<file path="src/rtl/ecrd_pkg.sv">
// ----------------------------------------------------------------------------
// ecrd_pkg
// Shared types and constants of the event counter / round-robin dispatcher.
// ----------------------------------------------------------------------------
package ecrd_pkg;

    localparam int LINE_W   = 8;
    localparam int ADDR_W   = 12;
    localparam int DATA_W   = 32;
    localparam int WORDS    = 8;
    localparam int WIDX_W   = 3;
    localparam int FWD_CNT_W = 7;
    localparam int FWD_IDX_W = 6;
    localparam int FWD_DEPTH = 64;

    localparam logic [1:0] KIND_EVENT = 2'd0;
    localparam logic [1:0] KIND_WRITE = 2'd1;
    localparam logic [1:0] KIND_READ  = 2'd2;

    localparam logic [ADDR_W-1:0] A_SOFT   = 12'h000;
    localparam logic [ADDR_W-1:0] A_CM_LO  = 12'h004;
    localparam logic [ADDR_W-1:0] A_CM_HI  = 12'h020;
    localparam logic [ADDR_W-1:0] A_PM_LO  = 12'h044;
    localparam logic [ADDR_W-1:0] A_PM_HI  = 12'h060;
    localparam logic [ADDR_W-1:0] A_ERR_LO = 12'h064;
    localparam logic [ADDR_W-1:0] A_ERR_HI = 12'h080;
    localparam logic [ADDR_W-1:0] A_TLO    = 12'h084;
    localparam logic [ADDR_W-1:0] A_THI    = 12'h088;
    localparam logic [ADDR_W-1:0] A_FIFO   = 12'h090;

    typedef enum logic [3:0] {
        OP_NONE,
        OP_EVENT,
        OP_WR_SOFT,
        OP_WR_CMASK,
        OP_WR_PMASK,
        OP_WR_TLO,
        OP_WR_THI,
        OP_RD_SOFT,
        OP_RD_CMASK,
        OP_RD_PMASK,
        OP_RD_ERR,
        OP_RD_TLO,
        OP_RD_THI,
        OP_RD_FIFO
    } op_t;

    typedef struct packed {
        op_t                op;
        logic [WIDX_W-1:0]  widx;
        logic [LINE_W-1:0]  line;
        logic               level;
        logic [DATA_W-1:0]  wdata;
    } cmd_t;

    typedef enum logic [3:0] {
        S_IDLE,
        S_EXEC,
        S_SOFT,
        S_CNT_RD,
        S_CNT_UPD,
        S_SCAN_START,
        S_SCAN,
        S_EMIT_RD,
        S_EMIT_LD
    } state_t;

endpackage

</file>
<file path="src/rtl/ecrd_req_if.sv">
// ----------------------------------------------------------------------------
// ecrd_req_if
// Request channel: event line changes and bus accesses.
// ----------------------------------------------------------------------------
interface ecrd_req_if;
    logic        valid;
    logic        ready;
    logic [1:0]  kind;
    logic [7:0]  event_line;
    logic        level;
    logic [11:0] address;
    logic [31:0] write_data;

    modport source (output valid, kind, event_line, level, address, write_data,
                    input ready);
    modport sink   (input valid, kind, event_line, level, address, write_data,
                    output ready);
endinterface

</file>
<file path="src/rtl/ecrd_front.sv">
// ----------------------------------------------------------------------------
// ecrd_front
// Accepts requests, decodes them into commands and queues two of them.
// ----------------------------------------------------------------------------
module ecrd_front #(
    parameter int EVENT_LINES = 256
) (
    input  logic             clk,
    input  logic             rst_n,
    ecrd_req_if.sink         req,
    output ecrd_pkg::cmd_t   cmd,
    output logic             cmd_valid,
    input  logic             cmd_ready
);

    ecrd_pkg::cmd_t   dec;
    ecrd_pkg::cmd_t   q_reg [2];
    logic             rd_ptr_reg, rd_ptr_next;
    logic             wr_ptr_reg, wr_ptr_next;
    logic [1:0]       cnt_reg, cnt_next;
    logic             push, pop;
    logic [ecrd_pkg::ADDR_W-1:0] a;

    assign a = req.address;

    always_comb
    begin
        dec.op    = ecrd_pkg::OP_NONE;
        dec.widx  = '0;
        dec.line  = req.event_line;
        dec.level = req.level;
        dec.wdata = req.write_data;
        unique case (req.kind)
            ecrd_pkg::KIND_EVENT:
            begin
                if (9'(req.event_line) < 9'(EVENT_LINES))
                begin
                    dec.op = ecrd_pkg::OP_EVENT;
                end
            end
            ecrd_pkg::KIND_WRITE, ecrd_pkg::KIND_READ:
            begin
                if (a == ecrd_pkg::A_SOFT)
                begin
                    dec.op = (req.kind == ecrd_pkg::KIND_WRITE) ?
                             ecrd_pkg::OP_WR_SOFT : ecrd_pkg::OP_RD_SOFT;
                end
                else if (a >= ecrd_pkg::A_CM_LO && a <= ecrd_pkg::A_CM_HI)
                begin
                    dec.widx = 3'((a - ecrd_pkg::A_CM_LO) >> 2);
                    dec.op   = (req.kind == ecrd_pkg::KIND_WRITE) ?
                               ecrd_pkg::OP_WR_CMASK : ecrd_pkg::OP_RD_CMASK;
                end
                else if (a >= ecrd_pkg::A_PM_LO && a <= ecrd_pkg::A_PM_HI)
                begin
                    dec.widx = 3'((a - ecrd_pkg::A_PM_LO) >> 2);
                    dec.op   = (req.kind == ecrd_pkg::KIND_WRITE) ?
                               ecrd_pkg::OP_WR_PMASK : ecrd_pkg::OP_RD_PMASK;
                end
                else if (a >= ecrd_pkg::A_ERR_LO && a <= ecrd_pkg::A_ERR_HI)
                begin
                    dec.widx = 3'((a - ecrd_pkg::A_ERR_LO) >> 2);
                    if (req.kind == ecrd_pkg::KIND_READ)
                    begin
                        dec.op = ecrd_pkg::OP_RD_ERR;
                    end
                end
                else if (a == ecrd_pkg::A_TLO)
                begin
                    dec.op = (req.kind == ecrd_pkg::KIND_WRITE) ?
                             ecrd_pkg::OP_WR_TLO : ecrd_pkg::OP_RD_TLO;
                end
                else if (a == ecrd_pkg::A_THI)
                begin
                    dec.op = (req.kind == ecrd_pkg::KIND_WRITE) ?
                             ecrd_pkg::OP_WR_THI : ecrd_pkg::OP_RD_THI;
                end
                else if (a == ecrd_pkg::A_FIFO && req.kind == ecrd_pkg::KIND_READ)
                begin
                    dec.op = ecrd_pkg::OP_RD_FIFO;
                end
            end
            default:
            begin
                dec.op = ecrd_pkg::OP_NONE;
            end
        endcase
    end

    assign req.ready = (cnt_reg != 2'd2);
    assign push      = req.valid && req.ready;
    assign cmd_valid = (cnt_reg != 2'd0);
    assign pop       = cmd_valid && cmd_ready;
    assign cmd       = q_reg[rd_ptr_reg];

    always_comb
    begin
        rd_ptr_next = pop  ? ~rd_ptr_reg : rd_ptr_reg;
        wr_ptr_next = push ? ~wr_ptr_reg : wr_ptr_reg;
        cnt_next    = cnt_reg + 2'(push) - 2'(pop);
    end

    always_ff @(posedge clk)
    begin
        if (push)
        begin
            q_reg[wr_ptr_reg] <= dec;
        end
    end

    always_ff @(posedge clk or negedge rst_n)
    begin
        if (!rst_n)
        begin
            rd_ptr_reg <= 1'b0;
            wr_ptr_reg <= 1'b0;
            cnt_reg    <= 2'd0;
        end
        else
        begin
            rd_ptr_reg <= rd_ptr_next;
            wr_ptr_reg <= wr_ptr_next;
            cnt_reg    <= cnt_next;
        end
    end

endmodule

</file>
<file path="src/flat_wrapper.sv">
// flat-port wrapper written by rule: the top's interface ports become plain ports
module ecrd_front_flat 
#(
    parameter int EVENT_LINES = 256
)
  (clk, rst_n, cmd, cmd_valid, cmd_ready, req_valid, req_kind, req_event_line, req_level, req_address, req_write_data, req_ready);
  ecrd_req_if req_i ();
  input  logic clk;
  input  logic rst_n;
  output ecrd_pkg::cmd_t cmd;
  output logic cmd_valid;
  input  logic cmd_ready;
  input wire logic [$bits(req_i.valid)-1:0] req_valid;
  input wire logic [$bits(req_i.kind)-1:0] req_kind;
  input wire logic [$bits(req_i.event_line)-1:0] req_event_line;
  input wire logic [$bits(req_i.level)-1:0] req_level;
  input wire logic [$bits(req_i.address)-1:0] req_address;
  input wire logic [$bits(req_i.write_data)-1:0] req_write_data;
  output wire logic [$bits(req_i.ready)-1:0] req_ready;
  assign req_i.valid = req_valid;
  assign req_i.kind = req_kind;
  assign req_i.event_line = req_event_line;
  assign req_i.level = req_level;
  assign req_i.address = req_address;
  assign req_i.write_data = req_write_data;
  assign req_ready = req_i.ready;
  ecrd_front #(.EVENT_LINES(EVENT_LINES)) u_core (.clk(clk), .rst_n(rst_n), .req(req_i), .cmd(cmd), .cmd_valid(cmd_valid), .cmd_ready(cmd_ready));
endmodule
</file>
<file path="config.mk">
export PLATFORM = sky130hd
export DESIGN_NAME = ecrd_front_flat
export DESIGN_NICKNAME = d
export VERILOG_FILES = /design/src/rtl/ecrd_pkg.sv /design/src/rtl/ecrd_req_if.sv /design/src/rtl/ecrd_front.sv /design/src/flat_wrapper.sv
export SDC_FILE = /design/constraint.sdc
export NUM_CORES = 1
export LEC_CHECK = 0
export CAP_MARGIN = 0
export CORE_AREA = 3 3 97 169
export CTS_CLUSTER_DIAMETER = 200
export DETAILED_ROUTE_END_ITERATION = 16
export DIE_AREA = 0 0 100 172
export DONT_BUFFER_PORTS = 1
export GPL_TIMING_DRIVEN = 0
export PLACE_DENSITY_LB_ADDON = 0.15
export SYNTH_ARGS = -nofsm -noshare
export SYNTH_HDL_FRONTEND = slang
export SYNTH_SLANG_ARGS = --single-unit
</file>
<file path="constraint.sdc">
create_clock -name clk -period 3.72 [get_ports clk]
set_input_delay 0.186 -clock clk [delete_from_list [all_inputs] [get_ports clk]]
set_output_delay 0.186 -clock clk [all_outputs]
set_load 0.03 [all_outputs]
</file>
==> results of run 1 <==
## what timing repair did
item / CTS / global route
endpoints found under the hold margin: 86 / 0
setup endpoints to repair: 0 / 0
hold buffers: 42 / 0
## per-layer routing
| metal | global-route usage | share of wire | vias up |
|---|---|---|---|
| li1 | - | - | 1045 |
| met1 | 0.0996 | 0.34 | 1107 |
| met2 | 0.196 | 0.57 | 73 |
| met3 | 0.0266 | 0.058 | 12 |
| met4 | 0.0587 | 0.028 | 0 |
| met5 | 0 | 0 | - |
## final timing paths
check | from | to | slack (ns) | cells after the start
worst max-delay path | u_core.rd_ptr_reg | cmd[34] | 1.48 | 3
worst min-delay path | req_address[2] | u_core.q_reg[0][41] | 0.05 | 1
worst max register to register | u_core.cnt_reg[1] | u_core.q_reg[0][12] | 1.62 | 4
worst min register to register | u_core.cnt_reg[1] | u_core.cnt_reg[1] | 0.50 | 1
max in group asynchronous | rst_n | u_core.rd_ptr_reg | 3.41 | 1
min in group asynchronous | rst_n | u_core.wr_ptr_reg | 0.13 | 1
## cell usage in the layout (no fill, tap or decap), types with 2 or more instances in the layout
master / count
edfxtp_1: 96
mux2_2: 50
dlygate4sd3_1: 42
ha_1: 10
nor2_1: 9
clkbuf_16: 9
inv_1: 8
nand2_1: 7
a21oi_1: 5
nand3_1: 4
nand2b_1: 4
dfrtp_1: 4
buf_1: 3
xnor2_1: 3
clkbuf_1: 3
o21ai_0: 3
bufinv_16: 3
or2_2: 2
buf_2: 2
nor4_4: 2
nor3_1: 2
buf_12: 2
## cell usage after synthesis, drive strengths merged, types with 2 or more instances
cell type / n / area, um^2
inv: 8 / 30.0
mux2: 50 / 563
xnor2: 3 / 26.3
nand2: 7 / 26.3
nor2: 10 / 37.5
nand3: 4 / 20.0
a211oi: 2 / 20.0
buf: 6 / 32.5
a311oi: 2 / 41.3
nor4: 2 / 42.5
nand2b: 5 / 33.8
clkbuf: 3 / 11.3
edfxtp: 96 / 2880
ha: 10 / 125
nor3: 3 / 26.3
nor3b: 2 / 20.0
a21oi: 5 / 25.0
and3: 2 / 12.5
or2: 2 / 12.5
dfrtp: 4 / 100
o21ai: 4 / 20.0
## cell families after synthesis
kind of cell               Yosys count  share of synthesized area
buffers and inverters               17                     0.0174
AOI/OAI and AO/OA                   22                     0.0425
DFF                                100                      0.704
and+or+nand+nor                     42                     0.0632
muxes                               51                      0.135
adders and majority gates           10                     0.0295
xor gates and xnor gates             4                    0.00827
## final cells by class
cell class | instances | area (um^2) | share of cell area
clock buffer | 9 | 225 | 0.0427
clock inverter | 6 | 111 | 0.0211
timing repair buffer | 44 | 460 | 0.0873
tap | 186 | 233 | 0.0441
inverter | 8 | 30.0 | 0.00569
multi-input combinational | 129 | 1190 | 0.226
buffer | 9 | 43.8 | 0.00830
sequential | 100 | 2980 | 0.565
## where the power goes
part / internal [mW] / leakage (nW) / switching [mW] / total, mW
combinational: 0.401 / 0.667 / 0.981 / 1.38
sequential: 1.54 / 0.941 / 0.0612 / 1.60
clock: 0.655 / 0.162 / 0.407 / 1.06
total: 2.60 / 1.77 / 1.45 / 4.05
## worst max-delay path, cell delays in order (launching register included)
cell     delay [ns]
dfrtp_1        0.41
buf_2          0.30
buf_1          0.50
mux2_2         0.50
==> results.sh, run 1 <==
export IMPL_drive_above_1_share=0.275
export IMPL_vias=2237
export IMPL_core_area_mm2=0.0152
export IMPL_dpl_worst_slack_ns=1.58
export IMPL_max_slew_margin=0.529
export IMPL_slew_violations=0
export IMPL_grt_setup_unrepaired="false"
export IMPL_p_leak_nw=1.77
export IMPL_insertedDiodeCount=0
export IMPL_finalSetupViolations=0
export IMPL_fin_area_mm2=0.00528
export IMPL_critical_path_required_ns=3.53
export IMPL_clkTransAtPathRegs_ns=0.07
export IMPL_die_w_um=100
export IMPL_postRouteAntennaNets=0
export IMPL_start_kind="flip-flop"
export IMPL_syn_area_mm2=0.00424
export IMPL_outcome="finished, final reports clean"
export IMPL_gp_congestion=0.803
export IMPL_synthToLayoutAreaGrowth_pct=24.5
export IMPL_drtIter0Drc=43
export IMPL_grt_pass1_wl_mm=13.3
export IMPL_cts_buffer_depth=2
export IMPL_timing_final_crit_share=0.601
export IMPL_dr_pass1_iters=4
export IMPL_std_cell_rows=60
export IMPL_io_pins=109
export IMPL_hold_viol=0
export IMPL_final_util=0.346
export IMPL_place_hpwl_mm=6.47
export IMPL_root_buffer="clkbuf_16"
export IMPL_antenna_found_initial=0
export IMPL_peakVddDrop_mv=0.243
export IMPL_powerDensity_mw_per_mm2=767
export IMPL_wirelength_mm=8.93
export IMPL_fmax_mhz=447
export IMPL_die_area_mm2=0.0172
export IMPL_cp_arrival_ns=2.05
export IMPL_yosysUniqueCellTypes=45
export IMPL_htree_levels=3
export IMPL_ys_seq_area_frac=0.704
export IMPL_fin_nets=370
export IMPL_synth_async_sr_flop_share=0.0400
export IMPL_grt_start_max_net_pins=29
export IMPL_hold_class="in -> reg"
export IMPL_cts_setup_buffers=0
export IMPL_endpoint_kind="primary output"
export IMPL_synth_edf_count=96
export IMPL_instances_no_fill=491
export IMPL_synth_ff_type="edfxtp_1"
export IMPL_syn_nets=315
export IMPL_worstSetupPathType="reg -> out"
export IMPL_p_total_mw=4.05
export IMPL_avgSynthCellArea_um2=17.2
export IMPL_globalRoute_totalOverflow=0
export IMPL_critPathMaxFanout=10
export IMPL_largest_reg_flops=96
export IMPL_drt_vias_per_instance=4.56
export IMPL_postSynthCellCount=246
export IMPL_synth_seq_cells=100
export IMPL_finalCriticalPeriod_ns=2.24
export IMPL_port_buffer_count=0
export IMPL_cts_tree="yes"
export IMPL_dp_cells=434
export IMPL_die_y_um=172
export IMPL_tns_ns=0
export IMPL_hold_slack_ns=0.0454
export IMPL_worstSkewPairLatency_ns=0.34
export IMPL_wl_per_cell_um=18.2
export IMPL_fillers=1504
export IMPL_post_cts_resized=0
export IMPL_cts_buffers=9
export IMPL_drc=0
export IMPL_initial_utilization=0.278
export IMPL_setup_ws_ns=1.48
export IMPL_cap_violations=0
export IMPL_clock_skew_ns=0.00556
export IMPL_worst_slew_pin_slew_ns=0.705
export IMPL_grt_pass1_vias=2393
export IMPL_numClockSinks=100
export IMPL_yosysWarnings=0
export IMPL_gr_usage_all_layers=0.103
export IMPL_dpl_cell_area_mm2=0.00452
(Power assumes the default switching activity.)
==> inputs of run 2 (changes only) <==
Settings changed: ABC_AREA set to 1, CORE_AREA 3 3 97 169 to 3 3 98 171, DIE_AREA 0 0 100 172 to 0 0 101 174.
Clock period 3.72 ns to 1.85 ns, I/O delays scaled along.
==> run 2 against run 1 <==
Net effect: the run now ends with setup timing left; final area increased by 2.0%; highest routed layer unchanged; sequential power increased by 100%; register-to-register slack got worse by 1.7 ns; cell count increased by 32%.
==> results.sh, run 2 <==
export IMPL_outcome="finished with violations"
export IMPL_violations="setup timing"
export IMPL_fin_nets=523
export IMPL_clock_skew_ns=0.00513
export IMPL_synthToLayoutAreaGrowth_pct=24.9
export IMPL_crit_buf_inv=1
export IMPL_slowest_delay_ns=0.67
export IMPL_htree_levels=3
export IMPL_wirelength_mm=9.73
export IMPL_cts_buffer_depth=2
export IMPL_powerDensity_mw_per_mm2=1520
export IMPL_worstReg2RegEnd="u_core.q_reg[1][9]"
export IMPL_numClockSinks=100
export IMPL_crit_family="simple AND/OR/NAND/NOR gates"
export IMPL_root_buffer="clkbuf_16"
export IMPL_synth_edf_count=96
export IMPL_wl_met1_mm=3.29
export IMPL_reg2regPathDepth=4
export IMPL_cp_arrival_ns=1.97
export IMPL_seqPwrFrac=0.394
export IMPL_synth_top_area_share=0.669
export IMPL_postRouteAntennaNets=0
export IMPL_core_area_mm2=0.0155
export IMPL_globalRoute_totalOverflow=0
export IMPL_cts_buffers=9
export IMPL_hold_viol=0
export IMPL_yosysMostFrequentCell="nand2_1"
export IMPL_p_leak_nw=2.18
export IMPL_drive_above_1_share=0.113
export IMPL_crit_path_frequent_cell="nand2_4"
export IMPL_yosysTopAreaCell="edfxtp_1"
export IMPL_critPathMaxFanout=26
export IMPL_synth_common_cells="nand2_1 (181), edfxtp_1 (96), inv_1 (23), nor2_1 (19), nand3_1 (12)"
export IMPL_max_slew_margin=0.415
export IMPL_worstSkewPairLatency_ns=0.34
export IMPL_worstSetupPathType="reg -> reg"
export IMPL_largest_reg_flops=96
export IMPL_timing_final_crit_share=1.04
export IMPL_synth_seq_cells=100
export IMPL_die_w_um=101
export IMPL_clkPwrFrac=0.233
export IMPL_drc=0
export IMPL_vias=2866
export IMPL_cts_tree="yes"
export IMPL_syn_nets=466
export IMPL_r2r_start="u_core.cnt_reg[1]"
export IMPL_place_hpwl_mm=7.09
export IMPL_grt_setup_unrepaired="true"
export IMPL_worst_slew_pin_slew_ns=0.875
export IMPL_std_cell_rows=60
export IMPL_grt_pass1_wl_mm=15.4
export IMPL_synth_ff_type="edfxtp_1"
export IMPL_gp_congestion=0.826
export IMPL_syn_area_mm2=0.00431
export IMPL_wl_per_cell_um=15.1
export IMPL_setup_ws_ns=-0.0763
export IMPL_final_cell_mix="nand2_1 (176), edfxtp_1 (96), dlygate4sd3_1 (44)"
export IMPL_yosysUniqueCellTypes=30
export IMPL_slew_violations=0
export IMPL_drt_vias_per_instance=4.44
export IMPL_hold_slack_ns=0.0305
export IMPL_die_y_um=174
export IMPL_cap_violations=0
export IMPL_grt_start_max_net_pins=27
export IMPL_routed_wl_met2_mm=5.38
export IMPL_avgSynthCellArea_um2=10.9
export IMPL_internal_power_mw=4.74
export IMPL_port_buffer_count=0
export IMPL_critical_path_required_ns=1.89
export IMPL_fmax_mhz=519
export IMPL_hold_class="in -> async"
export IMPL_comb_power_share=0.374
export IMPL_finalSetupViolations=48
export IMPL_yosysWarnings=0
export IMPL_tns_ns=-2.83
export IMPL_ys_seq_area_frac=0.692
export IMPL_postSynthCellCount=397
export IMPL_drtIter0Drc=79
export IMPL_dr_pass1_iters=5
export IMPL_worstPathCellList="nand2_4 -> nand2_4 -> nor2_4 -> buf_12"
export IMPL_p_sw_frac=0.420
export IMPL_fin_area_mm2=0.00538
export IMPL_endpoint_kind="flip-flop"
export IMPL_die_area_mm2=0.0176
export IMPL_finalCriticalPeriod_ns=1.93
export IMPL_initial_utilization=0.279
export IMPL_met3_length_um=730
export IMPL_r2r_setup_slack_ns=-0.08
export IMPL_p_sw_mw=3.43
export IMPL_io_pins=109
export IMPL_synth_area_leaders="edfxtp_1 (67%), nand2_1 (16%), ha_1 (2.9%), dfrtp_1 (2.3%), inv_1 (2.0%)"
export IMPL_clkTransAtPathRegs_ns=0.07
export IMPL_synth_async_sr_flop_share=0.0400
export IMPL_antenna_found_initial=1
export IMPL_gr_usage_all_layers=0.116
export IMPL_top_layer="met4"
export IMPL_fillers=1555
export IMPL_peakVddDrop_mv=0.500
export IMPL_layout_commonest_cell="nand2_1"
export IMPL_slowest_stage="nor2_4"
export IMPL_grt_pass1_vias=3019
export IMPL_dpl_cell_area_mm2=0.00461
export IMPL_start_kind="flip-flop"
-- run 2: how the worst max path moves through the flow --
stage / slack, ns / from / to / depth (start not counted)
floorplan: 0.04 / u_core.cnt_reg[1] / u_core.q_reg[1][0] / 3
global placement: -0.50 / u_core.cnt_reg[1] / u_core.q_reg[1][16] / 3
detailed placement: -0.20 / u_core.cnt_reg[1] / u_core.q_reg[1][14] / 4
CTS: -0.14 / u_core.cnt_reg[1] / u_core.q_reg[1][5] / 4
global route: -0.18 / u_core.cnt_reg[1] / u_core.q_reg[1][9] / 4
finish: -0.08 / u_core.cnt_reg[1] / u_core.q_reg[1][9] / 4
-- run 2: cells by family after synthesis --
family	Yosys count	share of synthesized area
adder cells (fa/ha/maj)	10	0.0290
AND/OR/NAND/NOR	229	0.219
flip-flops	100	0.692
XOR/XNOR	3	0.00610
AO/OA/AOI/OAI	15	0.0192
buffers and inverters	40	0.0351
-- run 2: routing by layer --
metal,up-vias,global-route usage
met2,96,0.213
met1,1332,0.111
li1,1416,-
met5,-,0
met3,22,0.0386
met4,0,0.0616
-- run 2: worst reg2reg max path, cell delays in order (launching register included) --
cell	delay [ns]
dfrtp_1	0.42
nand2_4	0.15
nand2_4	0.09
nor2_4	0.67
buf_12	0.27
-- run 2: area by class of cell --
class	count	area [um^2]	area share
Sequential cell	100	2980	0.554
Timing Repair Buffer	46	480	0.0893
Inverter	30	114	0.0212
Buffer	10	53.8	0.0100
Tap cell	186	233	0.0432
Clock buffer	11	243	0.0451
Multi-Input combinational cell	257	1210	0.225
Clock inverter	5	60.1	0.0112
Antenna cell	1	2.50	0.000465
-- run 2: repair_timing --
action / 4_1_cts / 5_1_grt
buffers inserted: 0 / 0
endpoints found under the hold margin: 89 / 0
endpoints found under the setup margin: 70 / 79
hold buffers: 44 / 0
gates resized for setup: 8 / 12
gates cloned: 0 / 0
pin swaps: 3 / 1
-- run 2: power groups by stage --
stage	Combinational [mW]	Sequential (mW)	Clock, mW
after floorplan	2.37	3.25	0
final	3.05	3.22	1.90
after detailed placement	3.01	3.27	0
after global placement	2.93	3.28	0
after global routing	3.37	3.27	2.04
after CTS	3.14	3.22	1.97
-- run 2: per-stage QoR --
stage / setup slack, ns / power, mW / std cells / utilization
after floorplan: 0.0368 / 5.62 / 397 / -
after global placement: -0.505 / 6.21 / 583 / 0.295
after detailed placement: -0.197 / 6.29 / 585 / 0.298
after CTS: -0.140 / 8.33 / 645 / 0.347
after global routing: -0.175 / 8.68 / 646 / 0.348
final: -0.0763 / 8.18 / 646 / 0.348
